**src/rtl/core/cast_pkg.sv**
```systemverilog
// Shared types, codes and constants for the chunk activity sleep tracker.
`timescale 1ns / 1ps
package cast_pkg;
  localparam int CHUNK_EDGE_DEF = 64;
  localparam int MAX_COLS_DEF   = 16;
  localparam int MAX_ROWS_DEF   = 16;

  localparam logic [1:0] REG_WORLD_WIDTH  = 2'd0;
  localparam logic [1:0] REG_WORLD_HEIGHT = 2'd1;
  localparam logic [1:0] REG_SLEEP_LIMIT  = 2'd2;

  typedef enum logic [2:0] {
    REQ_START = 3'd0,
    REQ_CHANGE = 3'd1,
    REQ_END = 3'd2,
    REQ_WAKE = 3'd3,
    REQ_QUERY = 3'd4
  } req_t;

  // op handed from the front end to the back end
  typedef enum logic [2:0] {
    OP_NONE, OP_START, OP_CHANGE, OP_END, OP_WAKE, OP_QUERY
  } op_t;

  typedef enum logic [2:0] {
    ST_IDLE, ST_WAKE, ST_WALK, ST_SEND, ST_CLEAR
  } st_t;

  typedef struct packed {
    op_t        op;
    logic       hit;   // position lies inside the grid
    logic [5:0] cx;
    logic [5:0] cy;
  } cmd_t;
endpackage

```
**src/rtl/core/cast_front.sv**
```systemverilog
// Front end: accepts beats, decodes the request and locates the chunk.
`timescale 1ns / 1ps
module cast_front #(
  parameter int CHUNK_EDGE = cast_pkg::CHUNK_EDGE_DEF
) (
  input  logic                  clk,
  input  logic                  rst,
  input  logic                  in_valid,
  output logic                  in_ready,
  input  logic [2:0]            req_type,
  input  logic [9:0]            pos_x,
  input  logic [9:0]            pos_y,
  input  logic [10:0]           world_width,
  input  logic [10:0]           world_height,
  input  logic [6:0]            cols,
  input  logic [6:0]            rows,
  output logic                  cmd_valid,
  input  logic                  cmd_ready,
  output cast_pkg::cmd_t        cmd
);
  import cast_pkg::*;
  localparam int SH = $clog2(CHUNK_EDGE);

  // two-entry queue toward the back end
  cmd_t       q [2];
  logic       wp, rp;
  logic [1:0] cnt;
  cmd_t       dec;
  logic [10:0] cxw, cyw;
  logic       push, pop;

  assign in_ready  = (cnt != 2'd2);
  assign cmd_valid = (cnt != 2'd0);
  assign cmd       = q[rp];
  assign push      = in_valid && in_ready;
  assign pop       = cmd_valid && cmd_ready;

  // classify the request and find its chunk
  always_comb begin
    cxw = 11'({1'b0, pos_x} >> SH);
    cyw = 11'({1'b0, pos_y} >> SH);
    dec.cx  = cxw[5:0];
    dec.cy  = cyw[5:0];
    dec.hit = ({1'b0, pos_x} < world_width) && ({1'b0, pos_y} < world_height)
              && (cxw < 11'(cols)) && (cyw < 11'(rows));
    unique case (req_type)
      REQ_START:  dec.op = OP_START;
      REQ_CHANGE: dec.op = OP_CHANGE;
      REQ_END:    dec.op = OP_END;
      REQ_WAKE:   dec.op = OP_WAKE;
      REQ_QUERY:  dec.op = OP_QUERY;
      default:    dec.op = OP_NONE;
    endcase
  end

  always_ff @(posedge clk) begin
    if (push) q[wp] <= dec;
    if (rst) begin
      wp <= 1'b0;
      rp <= 1'b0;
      cnt <= 2'd0;
    end else begin
      if (push) wp <= ~wp;
      if (pop) rp <= ~rp;
      cnt <= cnt + 2'(push) - 2'(pop);
    end
  end

  a_cnt: assert property (@(posedge clk) disable iff (rst) cnt != 2'd3)
    else $error("queue count overflow");
  a_full: assert property (@(posedge clk) disable iff (rst)
    (cnt == 2'd2 && !pop) |=> cnt == 2'd2)
    else $error("full queue lost an entry");
  a_empty: assert property (@(posedge clk) disable iff (rst)
    (cnt == 2'd0 && !push) |=> !cmd_valid)
    else $error("empty queue shows data");
endmodule

```
**config.mk**
```make
export PLATFORM = sky130hd
export DESIGN_NAME = cast_front
export DESIGN_NICKNAME = d
export VERILOG_FILES = /design/src/rtl/core/cast_pkg.sv /design/src/rtl/core/cast_front.sv
export SDC_FILE = /design/constraint.sdc
export NUM_CORES = 1
export LEC_CHECK = 0
export BUFFER_PORTS_ARGS = -buffer_cell sky130_fd_sc_hd__buf_2
export CAP_MARGIN = 20
export CELL_PAD_IN_SITES_DETAIL_PLACEMENT = 1
export CELL_PAD_IN_SITES_GLOBAL_PLACEMENT = 1
export CORE_MARGIN = 10
export CORE_UTILIZATION = 38
export DETAILED_ROUTE_END_ITERATION = 6
export GPL_TIMING_DRIVEN = 0
export PLACE_DENSITY = 0.87
export SKIP_CTS_REPAIR_TIMING = 1
export SYNTH_ARGS = -nofsm -noshare
export SYNTH_HDL_FRONTEND = slang
export SYNTH_SLANG_ARGS = --single-unit
```
**constraint.sdc**
```tcl
create_clock -name clk -period 2.5 [get_ports clk]
set_input_delay 0.375 -clock clk [delete_from_list [all_inputs] [get_ports clk]]
set_output_delay 0.375 -clock clk [all_outputs]
set_load 0.01 [all_outputs]
```
======== Word level (Yosys, flattened, before mapping) ========
Memory sizes are Yosys's and may differ from the RTL's. A register that Yosys moved wholly into a read port is not among the register bits.
Index checks and enable logic that the tools add are counted.
cells by class
  reduce and logical (&&, ||, !) cells .... 7
  add/sub/neg operators ................... 2
  mux-type cells .......................... 5
  $lt $le $gt $ge ......................... 4
  equal/unequal tests ..................... 5
  bitwise logic cells ..................... 2
operators by type and width
  kind                  count
  $lt A10 B11 Y1        2
  $pmux W3 S5           1
  $lt A4 B7 Y1          2
  $eq A3 B2 Y1 const B  2
  $logic_and A1 B1 Y1   5
  $mux W1               4
  $eq A3 B1 Y1 const B  1
  $eq A3 B3 Y1 const B  1
  $logic_not A3 Y1      1
  $add A2 B1 Y2         1
  $ne A2 B2 Y1 const B  1
  $not A1 Y1            2
  $reduce_bool A2 Y1    1
  $sub A2 B1 Y2         1
storage, ports and cells
  output and inout bits ................... 18
  bits in registers ....................... 4
  memories ................................ 1
  bits in writable memories ............... 24
  input port bits ......................... 63
memory list
  name  depth  width  rd ports  clocked after memory_dff  write ports  RTL line          source
  q     2      12     1         1                         1            cast_front.sv:25  cmd_t q [2];

======== Depth between registers and ports, before layout ========
Gate-level depths: netlist of the first run.
  depth after elaboration ................. 4
  gate-level depth with buffers ........... 8

======== Worst setup path before layout of the first run ========
OpenSTA, ideal clock, no wires.
  path kind ............................... reg-to-reg
  start ................................... register cnt[1]
  end ..................................... register cnt[1]
  arrival ................................. 1.607 ns
  library setup time ...................... 0.115 ns
  slack ................................... 0.778 ns
  buffers on the path ..................... 0
  cell stages (with the launch flop) ...... 9
  cell sequence ........................... dfxtp_1 or2_2 and2_1 ha_1 inv_1 ha_1 xor2_1 xnor2_1 nor2_1
between the ends
  elaborated cells between the ends (all ways) .. 6
  classes of those cells .................. add/sub (2); eq/ne (1); reduce/logical (3)
RTL lines
  element                   RTL line          source
  start: declaration        cast_front.sv:27  logic [1:0] cnt;
  start signal: assignment  cast_front.sv:65  cnt <= cnt + 2'(push) - 2'(pop);
  $reduce_bool A2 Y1        cast_front.sv:33  assign cmd_valid = (cnt != 2'd0);
  net cmd_valid             cast_front.sv:17  output logic cmd_valid,
  $logic_and A1 B1 Y1       cast_front.sv:36  assign pop = cmd_valid && cmd_ready;
  net pop                   cast_front.sv:30  logic push, pop;
  $sub A2 B1 Y2             cast_front.sv:65
The timed path passes the listed nets, and every way through them passes these cells.
A chain may end at the register's enable or synchronous reset.

==> flow_metrics.tcl, run 1 <==
set metrics [dict create \
    outcome "complete, no violations" \
    worstSetupPathType "reg -> out" \
    min_period_ps 1820 \
    cp_common_cell "buf_2" \
    required_ps 2120 \
    rsz0062_at_grt "no" \
    drt_iter0_markers 44 \
    async_flop_share 0 \
    synth_top_area_frac 0.403 \
    clock-root-buffer "clkbuf_8" \
    post-route-util 0.531 \
    crit_chain "buf_2 -> mux2_2 -> buf_2" \
    area_delta_synth_final_pct 31.9 \
    synth_cell_types 29 \
    critPathTopFamily "buffers and inverters" \
    dieHeight_um 88.6 \
    finalNetCount 336 \
    clock_latency_ps 280 \
    max_clock_freq_mhz 550 \
    start_util 0.402 \
    skew_ps 4.45 \
    maxSlewHeadroom 0.614 \
    antenna_cells 0 \
    ant_nets 0 \
    critPathMaxFanout 10 \
    synth_area_leaders "edfxtp_1, ha_1, mux2_2" \
    rows 24 \
    slowest_stage "dfxtp_1" \
    grt_first_pass_wirelength_mm 6.96 \
    core-area_sq_um 4440 \
    ys_ff_latch 29 \
    switching_share 0.280 \
    netlist_instances 160 \
    die_w_um 88.6 \
    whs_ps 325 \
    comb_power_share 0.320 \
    ff_latch_area_sq_um 821 \
    crit_buf_inv 2 \
    layout-drive-gt1-share 0.415 \
    drt_first_pass_iters 2 \
    path_clk_slew_ps 60 \
    post_drt_wl_per_cell_um 14.5 \
    min_from "pos_x[6]" \
    fin_crit_sh 0.728 \
    hold_depth 1 \
    maxCapViolCount 0 \
    dp_hpwl_mm 3.83 \
    peakVddDrop_mv 0.252 \
    gp_congestion 0.786 \
    setup_violations 0 \
    ys_seq_area_frac 0.459 \
    ys.flop_type "edfxtp_1" \
    cp-start-kind "flop" \
    finalWorstSetupSlack_ps 681 \
    p_switching_mw 0.459 \
    multi_input_area_sq_um 846 \
    synth_edf_count 24 \
    final-max-slew-violation-count 0 \
    antenna_found_initial 0 \
    fillers 528 \
    cts_sinks 29 \
    cts_tree "built" \
    critPathCaptureType "primary output" \
    p_total_mw 1.64 \
    tns_ps 0 \
    via_per_inst 4.75 \
    critical_path_depth 3 \
    tightest_slew_ps 580 \
    routed_wl_mm 4.34 \
    cp.arrival_ps 1440 \
    cts.path.max_buffers 2 \
    grt_use_total 0.114 \
    dieArea_sq_um 7850 \
    ios 81 \
    p_int_mw 1.18 \
    seqPwrFrac 0.401 \
    dp_slack_ps 559 \
    power_frac_clock 0.279 \
    grt_pass1_vias 1544 \
    port_buffers 76 \
    htree_levels 2 \
    numCtsBuffers 5 \
    synth_common_cells "ha_1, inv_1, edfxtp_1, mux2_2, nor2_1" \
    regToRegStartpoint "cnt[1]" \
    hold_path.class "in -> reg" \
    route.detailed.drc 0 \
    syn_area_sq_um 1790 \
    num_vias 1426 \
    hold_viol_final 0 \
    yosys_warnings 0 \
    powerDensity_nw_per_um2 694 \
    cellLeakagePower_nw 1.19 \
    synth_top_area_cell "edfxtp_1" \
    grt_max_degree 13 \
    overflow 0 \
    syn_area_per_cell_sq_um 11.2 \
    max_stage_delay_ps 370 \
    rr_worst_depth 8 \
]
cell families after synthesis:
| logic type | after synthesis | synth area share |
|---|---|---|
| xor gates and xnor gates | 5 | 0.0245 |
| buffers and inverters | 31 | 0.0742 |
| DFF | 29 | 0.459 |
| other | 1 | 0.00210 |
| and+or+nand+nor | 33 | 0.103 |
| AOI/OAI and AO/OA | 23 | 0.0798 |
| muxes | 12 | 0.0756 |
| adders and majority gates | 26 | 0.182 |
layout make-up:
class                   instances  area share
well taps                      52      0.0276
clock buffers                   6      0.0308
flip-flops and latches         29       0.348
inverters                      26      0.0414
plain buffers                   5      0.0149
clock inverters                 2      0.0143
repair buffers                 77       0.164
multi-input cells             103       0.359
metal layers:
metal / share of wire / GRT usage / up-vias / wire, um
met3: 0.086 / 0.0450 / 7 / 372
met2: 0.51 / 0.200 / 47 / 2220
met5: 0 / 0 / - / 0
li1: - / - / 729 / -
met4: 0.022 / 0.0661 / 0 / 97
met1: 0.38 / 0.113 / 643 / 1650
worst register-to-register path, cell delays in order (launching register included):
cell,delay (ps)
dfxtp_1,330
or2_2,300
and2_1,190
ha_1,270
inv_1,60
ha_1,150
xor2_1,180
xnor2_1,140
nor2_1,50
final timing paths:
path         endpoint  slack (ps)
max           cmd[12]         680
max reg2reg    cnt[1]         730
min           q[0][4]         320
min reg2reg      flop         510
registers in the layout, indices dropped and copies added (netlist names), named ones only:
signal / count
q: 24
rp: 1
wp: 1
cnt: 2
per-stage QoR:
| stage | area, sq um | instances |
|---|---|---|
| global placement | 2240 | 291 |
| detailed placement | 2240 | 291 |
| CTS | 2350 | 299 |
| finish | 2360 | 300 |
| global route | 2360 | 300 |
| floorplan | 1800 | 163 |
power groups by stage:
| stage | clock, mW | combinational [mW] | sequential, mW |
|---|---|---|---|
| 6_report | 0.457 | 0.524 | 0.657 |
| 5_1_grt | 0.492 | 0.590 | 0.664 |
| 4_1_cts | 0.470 | 0.533 | 0.659 |
| 3_5_place_dp | 0 | 0.527 | 0.669 |
| 3_3_place_gp | 0 | 0.511 | 0.661 |
| 2_1_floorplan | 0 | 0.334 | 0.655 |
placed cells by master, fill, tap and decap left out, drive strengths merged, types with 4 or more instances in the layout:
cell type	netlist	layout
o21ai	7	7
conb	1	4
ha	26	26
buf	5	82
nor2	9	9
inv	26	26
clkbuf	0	6
a21oi	8	8
nand2b	6	6
dfxtp	5	5
mux2	12	12
edfxtp	24	24
nand2	7	7
Power figures use the tool's default switching activity.
==> run 2, diff against run 1 <==
CORE_UTILIZATION = 35   (was 38)
PLACE_DENSITY = 0.81   (was 0.87)
clock period = 1.73 ns   (was 2.5 ns; I/O delays follow)
==> flow_metrics.tcl, run 2 (same netlist as run 1, synthesis figures left out) <==
set metrics [dict create \
    hold_viol_final 0 \
    skew_ps 3.64 \
    grt_max_degree 13 \
    peakVddDrop_mv 0.347 \
    clock_latency_ps 280 \
    cp-start-kind "flop" \
    fillers 571 \
    hold_path.class "in -> reg" \
    dp_hpwl_mm 3.83 \
    top_regs "q: 24 flops, cnt: 2 flops" \
    critPathMaxFanout 2 \
    drt_iter0_markers 30 \
    die_w_um 91.5 \
    maxCapViolCount 0 \
    area_delta_synth_final_pct 35.6 \
    gp_congestion 0.764 \
    drt_first_pass_iters 2 \
    port_buffers 76 \
    largest_register_ff_count 24 \
    setup_violations 0 \
    required_ps 1900 \
    worstSetupPathType "reg -> reg" \
    critPathCaptureType "flop" \
    overflow 0 \
    grt_first_pass_wirelength_mm 7.43 \
    max_clock_freq_mhz 605 \
    post_drt_wl_per_cell_um 14.2 \
    min_period_ps 1650 \
    powerDensity_nw_per_um2 1020 \
    outcome "complete, no violations" \
    fin_crit_sh 0.955 \
    dp_slack_ps -114 \
    layout_commonest_cell "buf_2" \
    grt_pass1_vias 1662 \
    layout-drive-gt1-share 0.446 \
    numCtsBuffers 5 \
    antenna_found_initial 0 \
    rows 25 \
    via_per_inst 4.59 \
    finalWorstSetupSlack_ps 77.9 \
    tightest_slew_ps 597 \
    rsz0062_at_grt "no" \
    cts_tree "built" \
    mostFrequentLayoutCells "buf_2, inv_1, ha_1, edfxtp_1, mux2_2" \
    start_util 0.369 \
    htree_levels 2 \
    cts_sinks 29 \
    dieHeight_um 91.5 \
    cp.arrival_ps 1820 \
    finalInstanceArea_sq_um 2420 \
    path_clk_slew_ps 60 \
    top_register "q" \
    cellLeakagePower_nw 1.20 \
    ant_nets 0 \
    clock-root-buffer "clkbuf_8" \
    finalNetCount 337 \
    dieArea_sq_um 8370 \
    core-area_sq_um 4850 \
    routed_wl_mm 4.50 \
    ios 81 \
    grt_use_total 0.111 \
    cts.path.max_buffers 2 \
    final-max-slew-violation-count 0 \
    placed_area_sq_um 2260 \
    maxSlewHeadroom 0.602 \
    num_vias 1451 \
    antenna_cells 0 \
    route.detailed.drc 0 \
]
[run 2: cell types whose count changed in the layout (fill, tap and decap cells not counted), sizes merged]
cell and change:
clkinv -1, clkinvlp +1, buf +1
[run 2: final cells by class]
type,count,area [sq um],share of cell area
Tap cell,67,83.8,0.0346
Sequential cell,29,822,0.339
Clock buffer,6,82.6,0.0341
Buffer,5,37.5,0.0155
Multi-Input combinational cell,103,868,0.358
Timing Repair Buffer,78,395,0.163
Inverter,26,97.6,0.0402
Clock inverter,2,37.5,0.0155
[run 2: critical path, stage by stage, from the launching register on]
cell     delay [ps]
dfxtp_2         330
or2_4           240
and2_4          150
ha_4            250
inv_1            30
ha_2            160
xor2_1          160
xnor2_1         150
nor2_1           70
[run 2: metal layers]
layer | wire [um] | vias up | track usage | share of wire
met5 | 0 | - | 0 | 0
met4 | 76 | 0 | 0.0509 | 0.017
met3 | 415 | 5 | 0.0461 | 0.092
met2 | 2230 | 55 | 0.195 | 0.49
met1 | 1780 | 660 | 0.111 | 0.40
li1 | - | 731 | - | -
[run 2: final timing paths]
check / cells after the start / slack [ps] / to / start
worst max-delay path: 8 / 80 / cnt[1] / cnt[1]
worst min-delay path: 2 / 200 / cnt[1] / rst
worst max register to register: 8 / 80 / cnt[1] / cnt[1]
worst min register to register: 2 / 520 / flop / rp
[run 2: power by group]
part	total, mW	internal (mW)	switching [mW]	leakage [nW]
registers	0.947	0.902	0.0447	0.267
logic	0.814	0.416	0.398	0.879
clock network	0.713	0.467	0.246	0.0574
total	2.47	1.79	0.689	1.20
[run 2: per-stage QoR]
step           hold slack, ps  cells  setup TNS (ps)  utilization  power [mW]
4_1_cts                   193    314           -1490        0.492        2.45
2_1_floorplan             331    163               0            -        1.43
6_report                  200    316               0        0.500        2.47
3_3_place_gp              495    306            -476        0.467        1.70
5_1_grt                   206    316               0        0.500        2.65
3_5_place_dp              499    306           -1370        0.467        1.73
==> run 3, diff against run 2 <==
CELL_PAD_IN_SITES_DETAIL_PLACEMENT = 0   (was 1)
CELL_PAD_IN_SITES_GLOBAL_PLACEMENT = 2   (was 1)
CORE_UTILIZATION = 28   (was 35)
==> flow_metrics.tcl, run 3 (same netlist as run 1, synthesis figures left out) <==
set metrics [dict create \
    cp-start-kind "flop" \
    drt_first_pass_iters 4 \
    startpoint "cnt[1]" \
    clock_latency_ps 280 \
    antenna_found_initial 0 \
    cts.path.max_buffers 2 \
    cts_tree "built" \
    fin_crit_sh 0.945 \
    route.detailed.drc 0 \
    grt_max_degree 13 \
    gr-max-usage-layer "met2" \
    comb_power_share 0.336 \
    maxCapViolCount 0 \
    die_w_um 99.9 \
    dieHeight_um 99.9 \
    multi_input_area_sq_um 853 \
    finalNetCount 335 \
    rr_worst_depth 8 \
    seqPwrFrac 0.421 \
    p_total_mw 2.26 \
    grtUsageMet2 0.142 \
    tns_ps 0 \
    max_clock_freq_mhz 612 \
    drt_iter0_markers 13 \
    powerDensity_nw_per_um2 949 \
    switching_share 0.284 \
    worstSetupPathType "reg -> reg" \
    layout_commonest_cell "buf_2" \
    tightest_slew_ps 625 \
    critPathCaptureType "flop" \
    met1_usage 0.0867 \
    area_delta_synth_final_pct 33.0 \
    outcome "complete, no violations" \
    antenna_cells 0 \
    fillers 668 \
    whs_ps 191 \
    mostFrequentLayoutCells "buf_2, inv_1, ha_1, edfxtp_1, mux2_2" \
    top_register "q" \
    gp_congestion 0.755 \
    critPathMaxFanout 3 \
    ios 81 \
    cellLeakagePower_nw 1.18 \
    peakVddDrop_mv 0.485 \
    post_drt_wl_per_cell_um 12.8 \
    reg2reg_to "cnt[1]" \
    via_per_inst 4.19 \
    routed_wl_mm 4.16 \
    numCtsBuffers 5 \
    final-max-slew-violation-count 0 \
    hold_path.class "in -> reg" \
    dp_slack_ps -116 \
    worstSetupEndpoint "cnt[1]" \
    p_int_mw 1.61 \
    cp.arrival_ps 1800 \
    core-area_sq_um 6280 \
    r2r_slack_ps 90 \
    skew_ps 6.01 \
    largest_register_ff_count 24 \
    path_clk_slew_ps 60 \
    required_ps 1900 \
    use_met3 0.0460 \
    min_period_ps 1640 \
    dp_hpwl_mm 3.59 \
    grt_pass1_vias 1507 \
    finalWorstSetupSlack_ps 94.9 \
    htree_levels 2 \
    ant_nets 0 \
    num_vias 1359 \
    port_buffers 76 \
    hold_viol_final 0 \
    grt_first_pass_wirelength_mm 6.75 \
    cts_sinks 29 \
    dieArea_sq_um 9980 \
    maxSlewHeadroom 0.583 \
    regToRegStartpoint "cnt[1]" \
    grt_use_total 0.0856 \
    clock-root-buffer "clkbuf_8" \
    rows 29 \
    p_switching_mw 0.642 \
    top_regs "q: 24 flops, cnt: 2 flops" \
    power_frac_clock 0.244 \
    ff_latch_area_sq_um 822 \
    layout-drive-gt1-share 0.425 \
    start_util 0.285 \
    overflow 0 \
    setup_violations 0 \
]
-- run 3: how the worst min path moves through the flow --
stage | start | endpoint | slack [ps] | cells after the start
after floorplan | rst | cnt[0] | 330 | 1
after global placement | pos_y[6] | q[0][0] | 500 | 1
after detailed placement | rst | cnt[1] | 490 | 2
after CTS | rst | cnt[1] | 200 | 2
after global routing | pos_y[6] | q[1][0] | 200 | 1
final | rst | cnt[1] | 190 | 2
-- run 3: layout make-up --
cell class	instances	area share
multi-input cells	103	0.359
plain buffers	5	0.0158
clock buffers	8	0.0379
repair buffers	76	0.160
inverters	26	0.0411
well taps	77	0.0405
flip-flops and latches	29	0.346
-- run 3: per-stage QoR --
step	area (sq um)	util	cells
after floorplan	1800	-	163
after global placement	2280	0.363	316
after detailed placement	2280	0.363	316
after CTS	2370	0.377	324
after global routing	2380	0.379	324
final	2380	0.379	324
-- run 3: worst max-delay path, stage by stage (launching register included) --
cell and delay [ps]:
dfxtp_2 330, or2_4 240, and2_4 140, ha_1 260, inv_1 40, ha_1 170, xor2_1 150, xnor2_1 150
nor2_1 50
-- run 3: power by group through the flow --
stage	sequential [mW]	combinational [mW]	clock [mW]
3_5_place_dp	0.962	0.758	0
4_1_cts	0.947	0.765	0.564
2_1_floorplan	0.947	0.482	0
6_report	0.949	0.757	0.550
3_3_place_gp	0.957	0.752	0
5_1_grt	0.964	0.864	0.595
-- run 3: layer usage --
layer,wire (um),part of all wire,vias up
met5,0,0,-
met1,1760,0.42,576
li1,-,-,727
met2,1940,0.47,49
met3,379,0.091,7
met4,74,0.018,0
